File: src/rtl/core/rma_pkg.sv
package rma_pkg;

    localparam int SAMPLE_W   = 12;
    localparam int SAMPLE_MAX = (1 << SAMPLE_W) - 1;
    localparam int WINDOW_DEF = 20;

    typedef enum logic
    {
        OP_SEED   = 1'b0,
        OP_FILTER = 1'b1
    } op_t;

endpackage

File: src/rtl/core/rma_ram.sv
module rma_ram #(
    parameter int WIDTH = 12,
    parameter int DEPTH = 20
) (
    input  logic                     clk,
    input  logic                     wr_en,
    input  logic [$clog2(DEPTH)-1:0] wr_addr,
    input  logic [WIDTH-1:0]         wr_data,
    input  logic [$clog2(DEPTH)-1:0] rd_addr,
    output logic [WIDTH-1:0]         rd_data
);

    logic [WIDTH-1:0] mem [DEPTH];

    // read-first: a read of the address written in the same cycle returns the old word
    always_ff @(posedge clk)
    begin
        if (wr_en)
        begin
            mem[wr_addr] <= wr_data;
        end
        rd_data <= mem[rd_addr];
    end

endmodule

File: src/rtl/core/rma_div_const.sv
module rma_div_const import rma_pkg::*; #(
    parameter int DIVISOR = WINDOW_DEF,
    parameter int IN_W    = 17
) (
    input  logic [IN_W-1:0]     dividend,
    output logic [SAMPLE_W-1:0] quotient
);

    // reciprocal multiply, exact for every dividend below 2**IN_W
    localparam int SHIFT  = IN_W + $clog2(DIVISOR);
    localparam int MUL_W  = IN_W + 1;
    localparam int PROD_W = IN_W + MUL_W;
    localparam logic [MUL_W-1:0] RECIP =
        MUL_W'(((64'd1 << SHIFT) + 64'(DIVISOR) - 64'd1) / 64'(DIVISOR));

    logic [PROD_W-1:0]       product;
    logic [PROD_W-SHIFT-1:0] q_full;

    assign product = PROD_W'(dividend) * PROD_W'(RECIP);
    assign q_full  = product[PROD_W-1:SHIFT];

    assign quotient = (q_full > (PROD_W - SHIFT)'(SAMPLE_MAX)) ? SAMPLE_W'(SAMPLE_MAX)
                                                              : q_full[SAMPLE_W-1:0];

endmodule

File: src/rtl/core/recursive_moving_average.sv
// channel   signals                        request content
// in        in_valid / in_ready            op (seed or filter), sample
// out       out_valid / out_ready          average
//
// one request per clock unless the output stalls: the state update and the divide by
// WINDOW sit between the ring read register and the average register, so throughput
// is one item per cycle. the result appears in the cycle after the request is taken.
// in_ready stays high while the average register is empty or being taken, so a stall
// on the output holds one result and blocks only the next request.
// reset clears sum, average, position and the ring's valid bits; no clearing pass.
module recursive_moving_average import rma_pkg::*; #(
    parameter int WINDOW = WINDOW_DEF
) (
    input  logic                clk,
    input  logic                rst_n,
    input  logic                in_valid,
    output logic                in_ready,
    input  logic                op,
    input  logic [SAMPLE_W-1:0] sample,
    output logic                out_valid,
    input  logic                out_ready,
    output logic [SAMPLE_W-1:0] average
);

    localparam int POS_W = $clog2(WINDOW);
    localparam int SUM_W = $clog2(SAMPLE_MAX * WINDOW + 1);
    localparam int TOT_W = $clog2(SAMPLE_MAX * (WINDOW + 1) + 1);
    localparam logic [POS_W-1:0] POS_LAST = POS_W'(WINDOW - 1);

    function automatic logic [POS_W-1:0] wrap_inc(input logic [POS_W-1:0] p);
        return (p == POS_LAST) ? '0 : p + 1'b1;
    endfunction

    logic [POS_W-1:0]    pos_reg, pos_next;
    logic [SUM_W-1:0]    sum_reg, sum_next;
    logic [SAMPLE_W-1:0] last_avg_reg, last_avg_next;
    logic [SAMPLE_W-1:0] cur_entry_reg, cur_entry_next;   // ring entry at pos_reg
    logic [SAMPLE_W-1:0] seed_val_reg, seed_val_next;
    logic [WINDOW-1:0]   valid_reg, valid_next;
    logic                fwd_reg, fwd_next;
    logic [SAMPLE_W-1:0] fwd_data_reg, fwd_data_next;
    logic                out_valid_reg, out_valid_next;

    logic                accept;
    logic                is_filter;
    logic [POS_W-1:0]    pos_ahead;
    logic [POS_W-1:0]    rd_addr;
    logic                wr_en;
    logic [SAMPLE_W-1:0] ram_q;
    logic [SAMPLE_W-1:0] nxt_stored;
    logic [SAMPLE_W-1:0] nxt;
    logic [SUM_W-1:0]    sum_filt;
    logic [SUM_W-1:0]    sum_seed;
    logic [TOT_W-1:0]    total_raw;
    logic [TOT_W-1:0]    total;
    logic [SAMPLE_W-1:0] avg_filt;

    assign in_ready  = !out_valid_reg || out_ready;
    assign accept    = in_valid && in_ready;
    assign is_filter = (op_t'(op) == OP_FILTER);
    assign out_valid = out_valid_reg;
    assign average   = last_avg_reg;

    assign pos_ahead = wrap_inc(pos_reg);

    // entries not written since the last seed read as the seed value
    assign nxt_stored = fwd_reg ? fwd_data_reg : ram_q;
    assign nxt        = valid_reg[pos_ahead] ? nxt_stored : seed_val_reg;

    assign sum_filt  = sum_reg - SUM_W'(cur_entry_reg) + SUM_W'(last_avg_reg);
    assign sum_seed  = SUM_W'(SUM_W'(sample) * SUM_W'(WINDOW));
    assign total_raw = TOT_W'(sum_filt) + TOT_W'(sample);
    assign total     = (total_raw >= TOT_W'(nxt)) ? total_raw - TOT_W'(nxt) : '0;

    rma_div_const #(
        .DIVISOR (WINDOW),
        .IN_W    (TOT_W)
    ) u_div (
        .dividend (total),
        .quotient (avg_filt)
    );

    assign wr_en = accept && is_filter;

    always_comb
    begin
        pos_next       = pos_reg;
        sum_next       = sum_reg;
        last_avg_next  = last_avg_reg;
        cur_entry_next = cur_entry_reg;
        seed_val_next  = seed_val_reg;
        valid_next     = valid_reg;
        if (accept)
        begin
            if (is_filter)
            begin
                pos_next            = pos_ahead;
                sum_next            = sum_filt;
                last_avg_next       = avg_filt;
                cur_entry_next      = nxt;
                valid_next[pos_reg] = 1'b1;
            end
            else
            begin
                pos_next       = '0;
                sum_next       = sum_seed;
                last_avg_next  = sample;
                cur_entry_next = sample;
                seed_val_next  = sample;
                valid_next     = '0;
            end
        end
    end

    // prefetch the entry after the next position
    assign rd_addr       = wrap_inc(pos_next);
    assign fwd_next      = wr_en && (pos_reg == rd_addr);
    assign fwd_data_next = last_avg_reg;

    always_comb
    begin
        if (accept)
        begin
            out_valid_next = 1'b1;
        end
        else if (out_ready)
        begin
            out_valid_next = 1'b0;
        end
        else
        begin
            out_valid_next = out_valid_reg;
        end
    end

    rma_ram #(
        .WIDTH (SAMPLE_W),
        .DEPTH (WINDOW)
    ) u_ring (
        .clk     (clk),
        .wr_en   (wr_en),
        .wr_addr (pos_reg),
        .wr_data (last_avg_reg),
        .rd_addr (rd_addr),
        .rd_data (ram_q)
    );

    always_ff @(posedge clk or negedge rst_n)
    begin
        if (!rst_n)
        begin
            pos_reg       <= '0;
            sum_reg       <= '0;
            last_avg_reg  <= '0;
            cur_entry_reg <= '0;
            seed_val_reg  <= '0;
            valid_reg     <= '0;
            fwd_reg       <= 1'b0;
            out_valid_reg <= 1'b0;
        end
        else
        begin
            pos_reg       <= pos_next;
            sum_reg       <= sum_next;
            last_avg_reg  <= last_avg_next;
            cur_entry_reg <= cur_entry_next;
            seed_val_reg  <= seed_val_next;
            valid_reg     <= valid_next;
            fwd_reg       <= fwd_next;
            out_valid_reg <= out_valid_next;
        end
    end

    always_ff @(posedge clk)
    begin
        fwd_data_reg <= fwd_data_next;
    end

endmodule

File: config.mk
export PLATFORM = sky130hd
export DESIGN_NAME = recursive_moving_average
export DESIGN_NICKNAME = d
export VERILOG_FILES = /design/src/rtl/core/rma_pkg.sv /design/src/rtl/core/rma_ram.sv /design/src/rtl/core/rma_div_const.sv /design/src/rtl/core/recursive_moving_average.sv
export SDC_FILE = /design/constraint.sdc
export NUM_CORES = 1
export LEC_CHECK = 0
export BUFFER_PORTS_ARGS = -buffer_cell sky130_fd_sc_hd__buf_4
export CORE_ASPECT_RATIO = 0.9
export CORE_MARGIN = 10
export CORE_UTILIZATION = 60
export CTS_BUF_LIST = sky130_fd_sc_hd__clkbuf_16
export CTS_CLUSTER_DIAMETER = 80
export DETAILED_ROUTE_END_ITERATION = 8
export GPL_TIMING_DRIVEN = 1
export PLACE_DENSITY_LB_ADDON = 0.1
export SLEW_MARGIN = 10
export SYNTH_ARGS = -nofsm -noshare
export SYNTH_HDL_FRONTEND = slang
export SYNTH_HIERARCHICAL = 1
export SYNTH_SLANG_ARGS = --single-unit
export TNS_END_PERCENT = 20
File: constraint.sdc
create_clock -name clk -period 30.5 [get_ports clk]
set_input_delay 6.1 -clock clk [delete_from_list [all_inputs] [get_ports clk]]
set_output_delay 6.1 -clock clk [all_outputs]
set_load 0.02 [all_outputs]
==> Word-level counts from Yosys, hierarchy flattened <==
Memories as Yosys holds them, arrays and structs flattened. A register that Yosys moved wholly into a read port is not among the register bits.
Index checks and enable logic that the tools add are counted.
{ "op_classes": {"addsub": 6, "n_mul": 2, "magnitude_cmp": 5, "eq_ne": 3, "muxes": 20, "bitwise_logic": 2, "reduce_logical": 8} }
{ "ops": {"columns": ["op", "count"], "rows": [
  ["12-bit 2-to-1 mux", 5],
  ["17-bit by 12-bit adder with 17-bit output", 2],
  ["17-bit 2-to-1 mux", 2],
  ["17-bit by 12-bit subtractor with 17-bit output", 2],
  ["17-bit by 16-bit multiplier with 33-bit output (second input constant)", 1],
  ["20-bit 2-to-1 mux", 1],
  ["5-bit 2-to-1 mux", 4],
  ["20-bit OR", 1],
  ["17-bit by 12-bit >= comparator with 1-bit output", 1],
  ["12-bit by 3-bit multiplier with 15-bit output (second input constant)", 1],
  ["13-bit by 12-bit greater-than comparator with 1-bit output (second input constant)", 1],
  ["5-bit by 6-bit less-than comparator with 1-bit output (second input constant)", 2],
  ["5-bit by 1-bit adder with 5-bit output (second input constant)", 2],
  ["5-bit equality test (second input constant)", 2],
  ["1-bit 2-to-1 mux", 6],
  ["1-bit binary-select mux with 5-bit select", 1],
  ["1-bit demux with 5-bit select", 1],
  ["5-bit equality test", 1],
  ["5-bit by 1-bit >= comparator with 1-bit output (second input constant)", 1],
  ["1-bit logical AND", 4],
  ["2-bit AND reduction", 1],
  ["2-bit nonzero test", 1],
  ["1-bit zero test", 1],
  ["1-bit logical OR", 1],
  ["1-bit inverter", 1]
]} }
{ "totals": {"reg_bits": 92, "ramBits": 240, "out_inout_bits": 14, "elab_cells": 56, "n_memories": 1} }
{ "mem_list": {"columns": ["memory", "depth", "word_bits", "rd", "rd_ports_with_merged_regs", "write_ports", "line_no", "rtl"], "rows": [
  ["u_ring.mem", 20, 12, 1, 1, 1, "rma_ram.sv:13", "logic [WIDTH-1:0] mem [DEPTH];"]
]} }

==> Logic depth before layout (Yosys ltp) <==
Gate-level depths: netlist of the first run.
{ "logic_depth": {"depth_word": 11, "mapped_depth": 50, "ltp_nobuf": 48} }

==> By module <==
Netlist of the first run, hierarchy kept.
{ "by_module_without_submodules": {"columns": ["mod", "n_inst", "cells_each", "area_each_um2", "seq_area_each_um2"], "rows": [
  ["rma_ram", 1, 465, 9567.9, 7447.1],
  ["recursive_moving_average", 1, 789, 7074.3, 2242.2],
  ["rma_div_const", 1, 547, 5162.5, 0.0]
]} }

==> Worst setup path after synthesis of the first run <==
No wires, ideal clock.
{ "synth_timing": {"path_kind": "input-to-reg", "startpoint": "input port sample[0]", "endpoint": "register last_avg_reg[7] (netlist: average[7])", "setup_ns": 0.133, "t_arrival_ns": 14.944, "path_slack_ns": 15.423, "cell_stages": 38, "path_buffers": 1, "cell_sequence": "ha_1 inv_1 fa_1 nor2b_1 o31a_1 a31oi_1 nor2_1 nor3_1 xnor2_1 ha_1 a21oi_1 nand2b_1 o31a_1 a21oi_1 nand2_1 nor4b_4 buf_6 nor2_2 (+2 left out) fa_1 inv_1 fa_1 fa_1 inv_1 fa_1 fa_1 inv_1 ha_1 a21oi_1 o21ai_0 a2111o_1 o41ai_4 mux2i_4 nand2_2 or4_1 mux2i_1 o21ai_0"} }
{ "synth_between": {"elab_chain_len": 7} }
{ "synth_lines": {"columns": ["element", "line_no", "rtl"], "rows": [
  ["start, declared", "recursive_moving_average.sv:19", "input logic [SAMPLE_W-1:0] sample,"],
  ["17-bit by 12-bit adder with 17-bit output *", "recursive_moving_average.sv:72", "assign total_raw = TOT_W'(sum_filt) + TOT_W'(sample);"],
  ["17-bit by 12-bit subtractor with 17-bit output / 17-bit by 12-bit >= comparator with 1-bit output (equally long branches)", "recursive_moving_average.sv:73", "assign total = (total_raw >= TOT_W'(nxt)) ? total_raw - TOT_W'(nxt) : '0;"],
  ["17-bit 2-to-1 mux *", "recursive_moving_average.sv:73", null],
  ["net total[6]", "recursive_moving_average.sv:55", "logic [TOT_W-1:0] total;"],
  ["17-bit by 16-bit multiplier with 33-bit output *", "rma_div_const.sv:19", "assign product = PROD_W'(dividend) * PROD_W'(RECIP);"],
  ["13-bit by 12-bit greater-than comparator with 1-bit output", "rma_div_const.sv:22", "assign quotient = (q_full > (PROD_W - SHIFT)'(SAMPLE_MAX)) ? SAMPLE_W'(SAMPLE_MAX)"],
  ["12-bit 2-to-1 mux *", "rma_div_const.sv:22", null],
  ["net avg_filt[7]", "recursive_moving_average.sv:56", "logic [SAMPLE_W-1:0] avg_filt;"],
  ["12-bit 2-to-1 mux *", "recursive_moving_average.sv:95", "if (is_filter)"],
  ["end signal, assigned", "recursive_moving_average.sv:165", "last_avg_reg <= last_avg_next;"],
  ["end, declared", "recursive_moving_average.sv:36", "logic [SAMPLE_W-1:0] last_avg_reg, last_avg_next;"]
]} }
Mark *: on every way through the listed nets, which the timed path passes. The rest lies on a longest branch.
A chain may end at the register's enable or synchronous reset.

==> Worst setup path after layout of the first run <==
Ends and elaborated chain as after synthesis.

==> results, run 1 <==
- The run finished with clean final reports.
- Averaged over all synthesized cells, the footprint is 12.1 um^2.
- The H-tree generated during clock tree synthesis spans 2 levels.
- The clock slew at the register clock pins of the worst setup and hold paths is about 0.06 ns.
- The endpoint type of the worst setup path is a register.
- The via count of the first global-routing pass came to about 14000.
- For this block, the routed nets add up to between 50000 and 60000 um of wire.
- The synthesized design contains 240 enable-type register cells.
- The count of hold buffers inserted by post-cts repair is 0.
- The DRC violations left is 0.
- The cell with the most instances on the worst path is fa_1.
- The routability congestion estimate is just under 1.
- The worst setup path category is in2reg.
- The class of the tightest hold or removal check is reg2reg.
- The setup-violating endpoint count in the final report is 0.
- The shortest clock period the worst path allows after layout is 16.16 ns.
- Setup repair after global routing left no endpoint under its margin.
- The final hold violation count is 0.
- The number of nets in the synthesized netlist is between 2000 and 2500.
- The number of iterations in the first detailed-routing pass is 5.
- The setup slack after layout is between 10 and 15 ns.
- Hold timing on the final database bottoms out at a slack of a little under 0.5 ns.
- The part of the Yosys area used for sequential elements is between 40 and 50%.
- The global-route met2 utilization is about a third.
- The die is around 200 um tall.
- The number of buffers inserted by port buffering is 30.
- During synthesis, Yosys emitted a total of 6 warnings.
- The number of standard-cell rows in the floorplan is 66.
- The initial detailed-routing violation count is roughly 1500.
- The signal arrival time at the worst endpoint is approximately 17 ns.
- The longest individual stage delay on the worst path is around 0.86 ns.
- The floorplan step set the die width to about 220 um.
- The count of vias placed by the detailed router is between 10000 and 15000.
- The kind of cell adding the most delay to the critical path is adder cells.
- In this run the cell area of the synthesized design comes to 21800 um^2.
- For this design the top-level I/O count stands at 31.
- From synthesis to final layout, the design area changed by 9.18%.
- For this configuration, the core starts out at a cell density of around three fifths.
- For the pin with the worst max-slew slack, the measured transition is 1.24 ns.
- The sequential cells in the finished layout cover a total of between 9000 and 10000 um^2.
- The met3 capacity usage during global routing is 6.40%.
- The worst setup slack after placement is 13.88 ns.
- The global route total overflow is 0.
- Counting instances in the post-synthesis netlist gives the leading cell types as inv_1 (246), edfxtp_1 (240), ha_1 (204), fa_1 (100), nor2_1 (100).
- The total routing usage reported by global routing is 24.2%.
- The count of clock tree sinks is 344.
- Counting flops with an async set or reset pin after synthesis yields a share of 23.3%.
- The number of maximum-capacitance violations is 0.
- The deepest clock path buffer count is 3.
- The cell with the most instances after synthesis is inv_1.
- The detail-routed via count per cell is ~6.
- The estimated wirelength of the detail-placed design is ~40000 um.
- The number of distinct library cells after synthesis is 85.
- The number of resized instances in the post-cts repair step is 0.
- The standard cell with the maximum stage delay on the critical path is nor4b_4.
- In the final layout, the share of cells above drive strength 1 is approximately an eighth.
- For this run, the post-layout net count is 2177.
- The max-slew violation count is 0.
- The critical path contains buffers and inverters numbering 6 combined.
- The cell accounting for the most synthesized area is edfxtp_1.
- The register with the most flip-flops in the layout has 240 of them.
- Buffers added to address setup during post-CTS repair amount to 0.
- In the final routed layout, each cell accounts on average for 22.9 um.
- The total of flip-flops plus latches after synthesis is approximately 340.
- The residual antenna-violating net count after detailed routing is 0.
- The final worst clock skew is 0.0227 ns.
- The largest net degree at the start of global routing is 66.
- The maximum clock frequency is between 0.06 and 0.07 GHz.
- The layer flagged by global routing as most heavily used is met1.
- Data on the critical path is required at its endpoint by 30.90 ns.
- The CTS tree is yes.
- Fill cells in the final layout number roughly 2800.
- The die footprint is between 40000 and 50000 um^2.
- The final critical path takes up a little over half of the cycle.
- The final antenna diode count is 0.
- In the post-synthesis netlist, the biggest area contributors are edfxtp_1 (33%), ha_1 (12%), dfrtp_1 (9.2%), fa_1 (9.2%), mux4_2 (4.3%).
- In the final timing run, aggregate negative setup slack is 0 ns.
- The tree is rooted in a clkbuf_16.
- The number of clock buffers inserted by TritonCTS is 36.
- The clock latency on the worst-skew pair is roughly 0.55 ns.
- In the synthesized netlist the dominant register cell turns out to be edfxtp_1.
- The count of mapped cells out of synthesis is approximately 1800.
- After floorplanning, the core was sized to cover around 36000 um^2.
- Summing all multi-input logic gate instances after layout gives roughly 11000 um^2.
- Global routing used 36.5% of the available met1 tracks.
- The type of origin of the critical path is an input pin.
- The number of antenna violations at the first check in global routing was 0.
- After synthesis, the largest area contributor takes up between 30% and 40% of total cell area.
- The peak fanout along the critical path is 16.
- The global-route wire length before repair is 83800 um.
- The worst pin sits at a relative slew slack of 17.4%.
[cell type report]
type,instances,area share [%]
multi-input cells,1161,46.0
well taps,476,2.50
repair buffers,67,2.11
flip-flops and latches,344,40.7
clock buffers,36,3.78
clock inverters,30,0.983
inverters,246,3.88
[kinds of logic (layout without fill, tap and decap cells)]
group | Yosys count | after routing | synth area share, %
DFF | 344 | 344 | 44.4
and+or+nand+nor | 306 | 306 | 7.07
muxes | 143 | 143 | 9.18
AOI/OAI and AO/OA | 340 | 340 | 10.1
buffers and inverters | 296 | 379 | 5.47
adders and majority gates | 304 | 304 | 20.9
xor gates and xnor gates | 68 | 68 | 2.85
[final timing paths]
path	from	to	slack [ns]	cells after the start
max	sample[0]	average[7]$_DFFE_PN0P_	14.34	38
min	sum_reg[6]$_DFFE_PN0P_	sum_reg[6]$_DFFE_PN0P_	0.48	2
max reg2reg	average[2]$_DFFE_PN0P_	average[7]$_DFFE_PN0P_	17.52	43
min reg2reg	sum_reg[6]$_DFFE_PN0P_	sum_reg[6]$_DFFE_PN0P_	0.48	2
max in group asynchronous	rst_n	valid_reg[15]$_DFFE_PN0P_	23.92	2
min in group asynchronous	rst_n	cur_entry_reg[1]$_DFFE_PN0P_	5.43	1
[cell usage in the layout, fill, tap and decap left out, drive strengths merged, types with 8 or more instances in the layout]
master and instances:
xnor2 45, clkinv 17, o21a 9, inv 254
a22oi 45, o21bai 8, ha 204, nand4 8
fa 100, mux2i 76, buf 67, nand2 71
nand2b 15, nor2b 13, a21o 24, mux2 25
nand3 25, o21ai 82, o211ai 9, mux4 42
nor3 20, nor4 8, nor2 112, dfrtp 80
clkbuf 36, dfxtp 24, edfxtp 240, a21oi 86
xor2 23, a31oi 26, a211oi 20
[worst register-to-register path, delay by kind of cell, from the launching register on]
family | cells | cell delay [ns]
simple gates | 8 | 2.50
fa+ha+maj | 11 | 4.93
compound gates | 13 | 3.46
mux | 2 | 0.66
flops | 1 | 0.32
xor+xnor | 2 | 0.32
buf+inv | 7 | 0.65
[per-layer routing]
layer	vias to the layer above	wire length, um
met3	81	5010
met1	7264	25100
li1	6569	-
met2	564	22700
met5	-	0
met4	0	1270
[through the flow]
step                instances  instance area [um^2]  util [%]
finish                   2360                 23800      66.1
global route             2360                 23800      66.1
CTS                      2360                 23800      66.1
detailed placement       2294                 22700      63.0
global placement         2294                 22700      63.0
floorplan                1801                 21800         -
Power of run 1 is left out: the tool's default activity adds up to more than one toggle a clock period on the data nets, which glitch-free logic cannot reach.
==> run 2: changes to the inputs <==
--- a/config.mk
+++ b/config.mk
@@ -8,7 +8,7 @@
 export BUFFER_PORTS_ARGS = -buffer_cell sky130_fd_sc_hd__buf_4
 export CORE_ASPECT_RATIO = 0.9
 export CORE_MARGIN = 10
-export CORE_UTILIZATION = 60
+export CORE_UTILIZATION = 58
 export CTS_BUF_LIST = sky130_fd_sc_hd__clkbuf_16
 export CTS_CLUSTER_DIAMETER = 80
 export DETAILED_ROUTE_END_ITERATION = 8
==> constraint.sdc (replaced) <==
create_clock -name clk -period 13.8 [get_ports clk]
set_input_delay 2.76 -clock clk [delete_from_list [all_inputs] [get_ports clk]]
set_output_delay 2.76 -clock clk [all_outputs]
set_load 0.02 [all_outputs]
==> results, run 2 (synthesized netlist as in run 1, its figures left out) <==
- The worst setup path is of the reg2reg kind.
- The effective utilization at floorplan is 58.6% (-2.0 points).
- The max-slew violation count came to 0 (unchanged).
- The summed negative setup slack over all endpoints came to 0 ns (unchanged).
- The kind of cell adding the most delay to the critical path is adder cells.
- The final worst clock skew is 0.0311 ns (+0.00840 ns).
- The count of hold buffers inserted by post-cts repair is 0 (unchanged).
- The endpoint identified for the worst register-to-register timing path is average[7]$_DFFE_PN0P_.
- The required time of the worst setup path is 14.18 ns (-16.72 ns).
- The boundary pin count is 31 (unchanged).
- The total of fill cells in the finished design is 2925 (+5.3%).
- The final antenna diode count is 0 (unchanged).
- The die footprint is 45800 um^2 (+3.1%).
- The number of buffers inserted by port buffering was 30 (unchanged).
- The sum of buffers and inverters on the critical path was 5 (-1).
- The number of clock buffers inserted by TritonCTS is 35 (-2.8%).
- The footprint of the flip-flops and latches is 9690 um^2 (unchanged).
- The master cell of the clock root buffer is clkbuf_16.
- The logic depth of the worst setup path including buffers is 38 (unchanged).
- The multi-input gate area in the final layout is 11000 um^2 (about the same).
- The routability congestion estimate is 0.988 (+2.0%).
- The average wire per cell in the routed design is 22.4 um (-2.4%).
- The final cell count without fillers came to 2368 (+0.34%).
- The maximum clock frequency is 0.0796 GHz.
- The initial detailed-routing violation count came to 1417 (-3.9%).
- The setup-violating endpoint count in the final report came to 0 (unchanged).
- Leaving out fill and tap cells, the most frequent cell in the layout is inv_1.
- The run finished with clean final reports.
- The area growth from synthesis to final layout is 9.12% (about the same).
- The startpoint identified for the worst register-to-register timing path is pos_reg[0]$_DFF_PN0_.
- The number of standard-cell rows in the floorplan is 67 (+1.5%).
- The final hold violation count is 0 (unchanged).
- The deepest clock path buffer count is 3 (unchanged).
- The global route total overflow came to 0 (unchanged).
- In this run the worst hold path is classified as reg2reg.
- The transition at the pin with the smallest max-transition slack is 1.26 ns (+0.0231 ns).
- The estimated wirelength of the detail-placed design is 39300 um (-0.61%).
- The library cells used most frequently in the layout, excluding fill and tap cells, are inv_1 (253), edfxtp_1 (240), ha_1 (204).
- The DRC violations left came to 0 (unchanged).
- The number of resized instances in the post-cts repair step was 0 (unchanged).
- The number of antenna violations at the first check in global routing is 2 (+2).
- The critical path starts at pos_reg[0]$_DFF_PN0_.
- The count of vias placed by the detailed router is 14225 (-1.7%).
- The peak fanout along the critical path is 16 (unchanged).
- The total core area came to 37200 um^2 (+3.4%).
- The number of maximum-capacitance violations was 0 (unchanged).
- The slowest stage of the critical path belongs to the cell a21oi_2.
- In the finished design, the share of the clock period the worst path needs comes to between 90% and 100%.
- The last element of the critical path is average[7]$_DFFE_PN0P_.
- The total routing usage reported by global routing came to 23.6% (-0.66 points).
- The global-route wire length before repair is 82600 um (-1.5%).
- The max-slew headroom at the worst pin is 15.7% (-1.7 points).
- The setup slack on the worst flop-to-flop path is 1.23 ns (-16.29 ns).
- The number of buffers inserted by post-CTS setup repair is 0 (unchanged).
- The longest individual stage delay on the worst path is 0.60 ns (-0.26 ns).
- The residual antenna-violating net count after detailed routing is 0 (unchanged).
- The count of clock tree sinks came to 344 (unchanged).
- The number of cells after detailed placement came to 2304 (+0.44%).
- The largest net degree at the start of global routing is 66 (unchanged).
- The die span in x is 224 um (+1.6%).
- The via count of the first global-routing pass was 14039 (-0.75%).
- STA classifies the critical path endpoint as a register.
- The overall routed net length was 52900 um (-2.1%).
- The post-route worst hold slack is 0.485 ns (+0.000347 ns).
- The number of H-tree levels came to 2 (unchanged).
- The flip-flop count of the largest register, all copies and words added is 240 (unchanged).
- The clock slew at the register clock pins of the worst setup and hold paths is 0.06 ns (about the same).
- The share of layout cells above drive strength 1 was 12.4% (+0.26 points).
- The signal arrival time at the worst endpoint came to 12.95 ns (-3.61 ns).
- The clock latency on the worst-skew pair is 0.53 ns (-0.02 ns).
- TritonCTS built the clock tree.
- The shortest clock period the worst path allows after layout is between 10 and 15 ns.
- The net total in the final layout is 2179 (+0.092%).
- The worst setup path is launched from a register.
- The floorplan die height is 204 um (+1.5%).
- The worst reg2reg path depth was 38 (-12%).
- The number of iterations in the first detailed-routing pass was 5 (unchanged).
- The detail-routed via count per cell was 6.01 (-2.1%).
- Setup repair after global routing left no endpoint under its margin.
-- run 2: worst min-delay path by stage --
stage	from	endpoint	cells past startpoint
final	sum_reg[4]$_DFFE_PN0P_	sum_reg[4]$_DFFE_PN0P_	2
after global routing	valid_reg[18]$_DFFE_PN0P_	valid_reg[18]$_DFFE_PN0P_	2
after CTS	sum_reg[4]$_DFFE_PN0P_	sum_reg[4]$_DFFE_PN0P_	2
after detailed placement	cur_entry_reg[0]$_DFFE_PN0P_	cur_entry_reg[0]$_DFFE_PN0P_	2
after global placement	sum_reg[4]$_DFFE_PN0P_	sum_reg[4]$_DFFE_PN0P_	2
after floorplan	sum_reg[4]$_DFFE_PN0P_	sum_reg[4]$_DFFE_PN0P_	2
-- run 2: cell type report --
class | instances | share of cell area (%)
clock inverter | 28 | 0.784
inverter | 246 | 3.88
tap | 483 | 2.54
clock buffer | 36 | 3.79
sequential | 344 | 40.7
timing repair buffer | 70 | 2.21
multi-input combinational | 1161 | 46.1
-- run 2: worst register-to-register path: cells and delay by family (launching register included) --
kind	cells	cell delay (ns)
AOI/OAI and AO/OA	13	3.96
adders and majority gates	9	4.23
buffers and inverters	5	0.59
DFF	1	0.50
muxes	4	1.34
and+or+nand+nor	7	1.81
-- run 2: stage by stage --
| stage | util (%) | setup WS (ns) | instance area (um^2) |
|---|---|---|---|
| after CTS | 63.9 | 1.30 | 23800 |
| after global placement | 61.0 | 1.07 | 22700 |
| after global routing | 63.9 | 0.464 | 23800 |
| after floorplan | - | 2.06 | 21800 |
| final | 63.9 | 1.23 | 23800 |
| after detailed placement | 61.0 | 0.899 | 22700 |
-- run 2: per-layer routing --
metal	GRT usage, %	share of wire (%)	vias to the layer above	routed length (um)
met2	34.2	43	500	22900
met5	0	0	-	0
met1	34.7	45	7091	24100
li1	-	-	6575	-
met3	6.53	9.6	59	5100
met4	5.00	1.7	0	921
Power of run 2 is left out for the same reason.
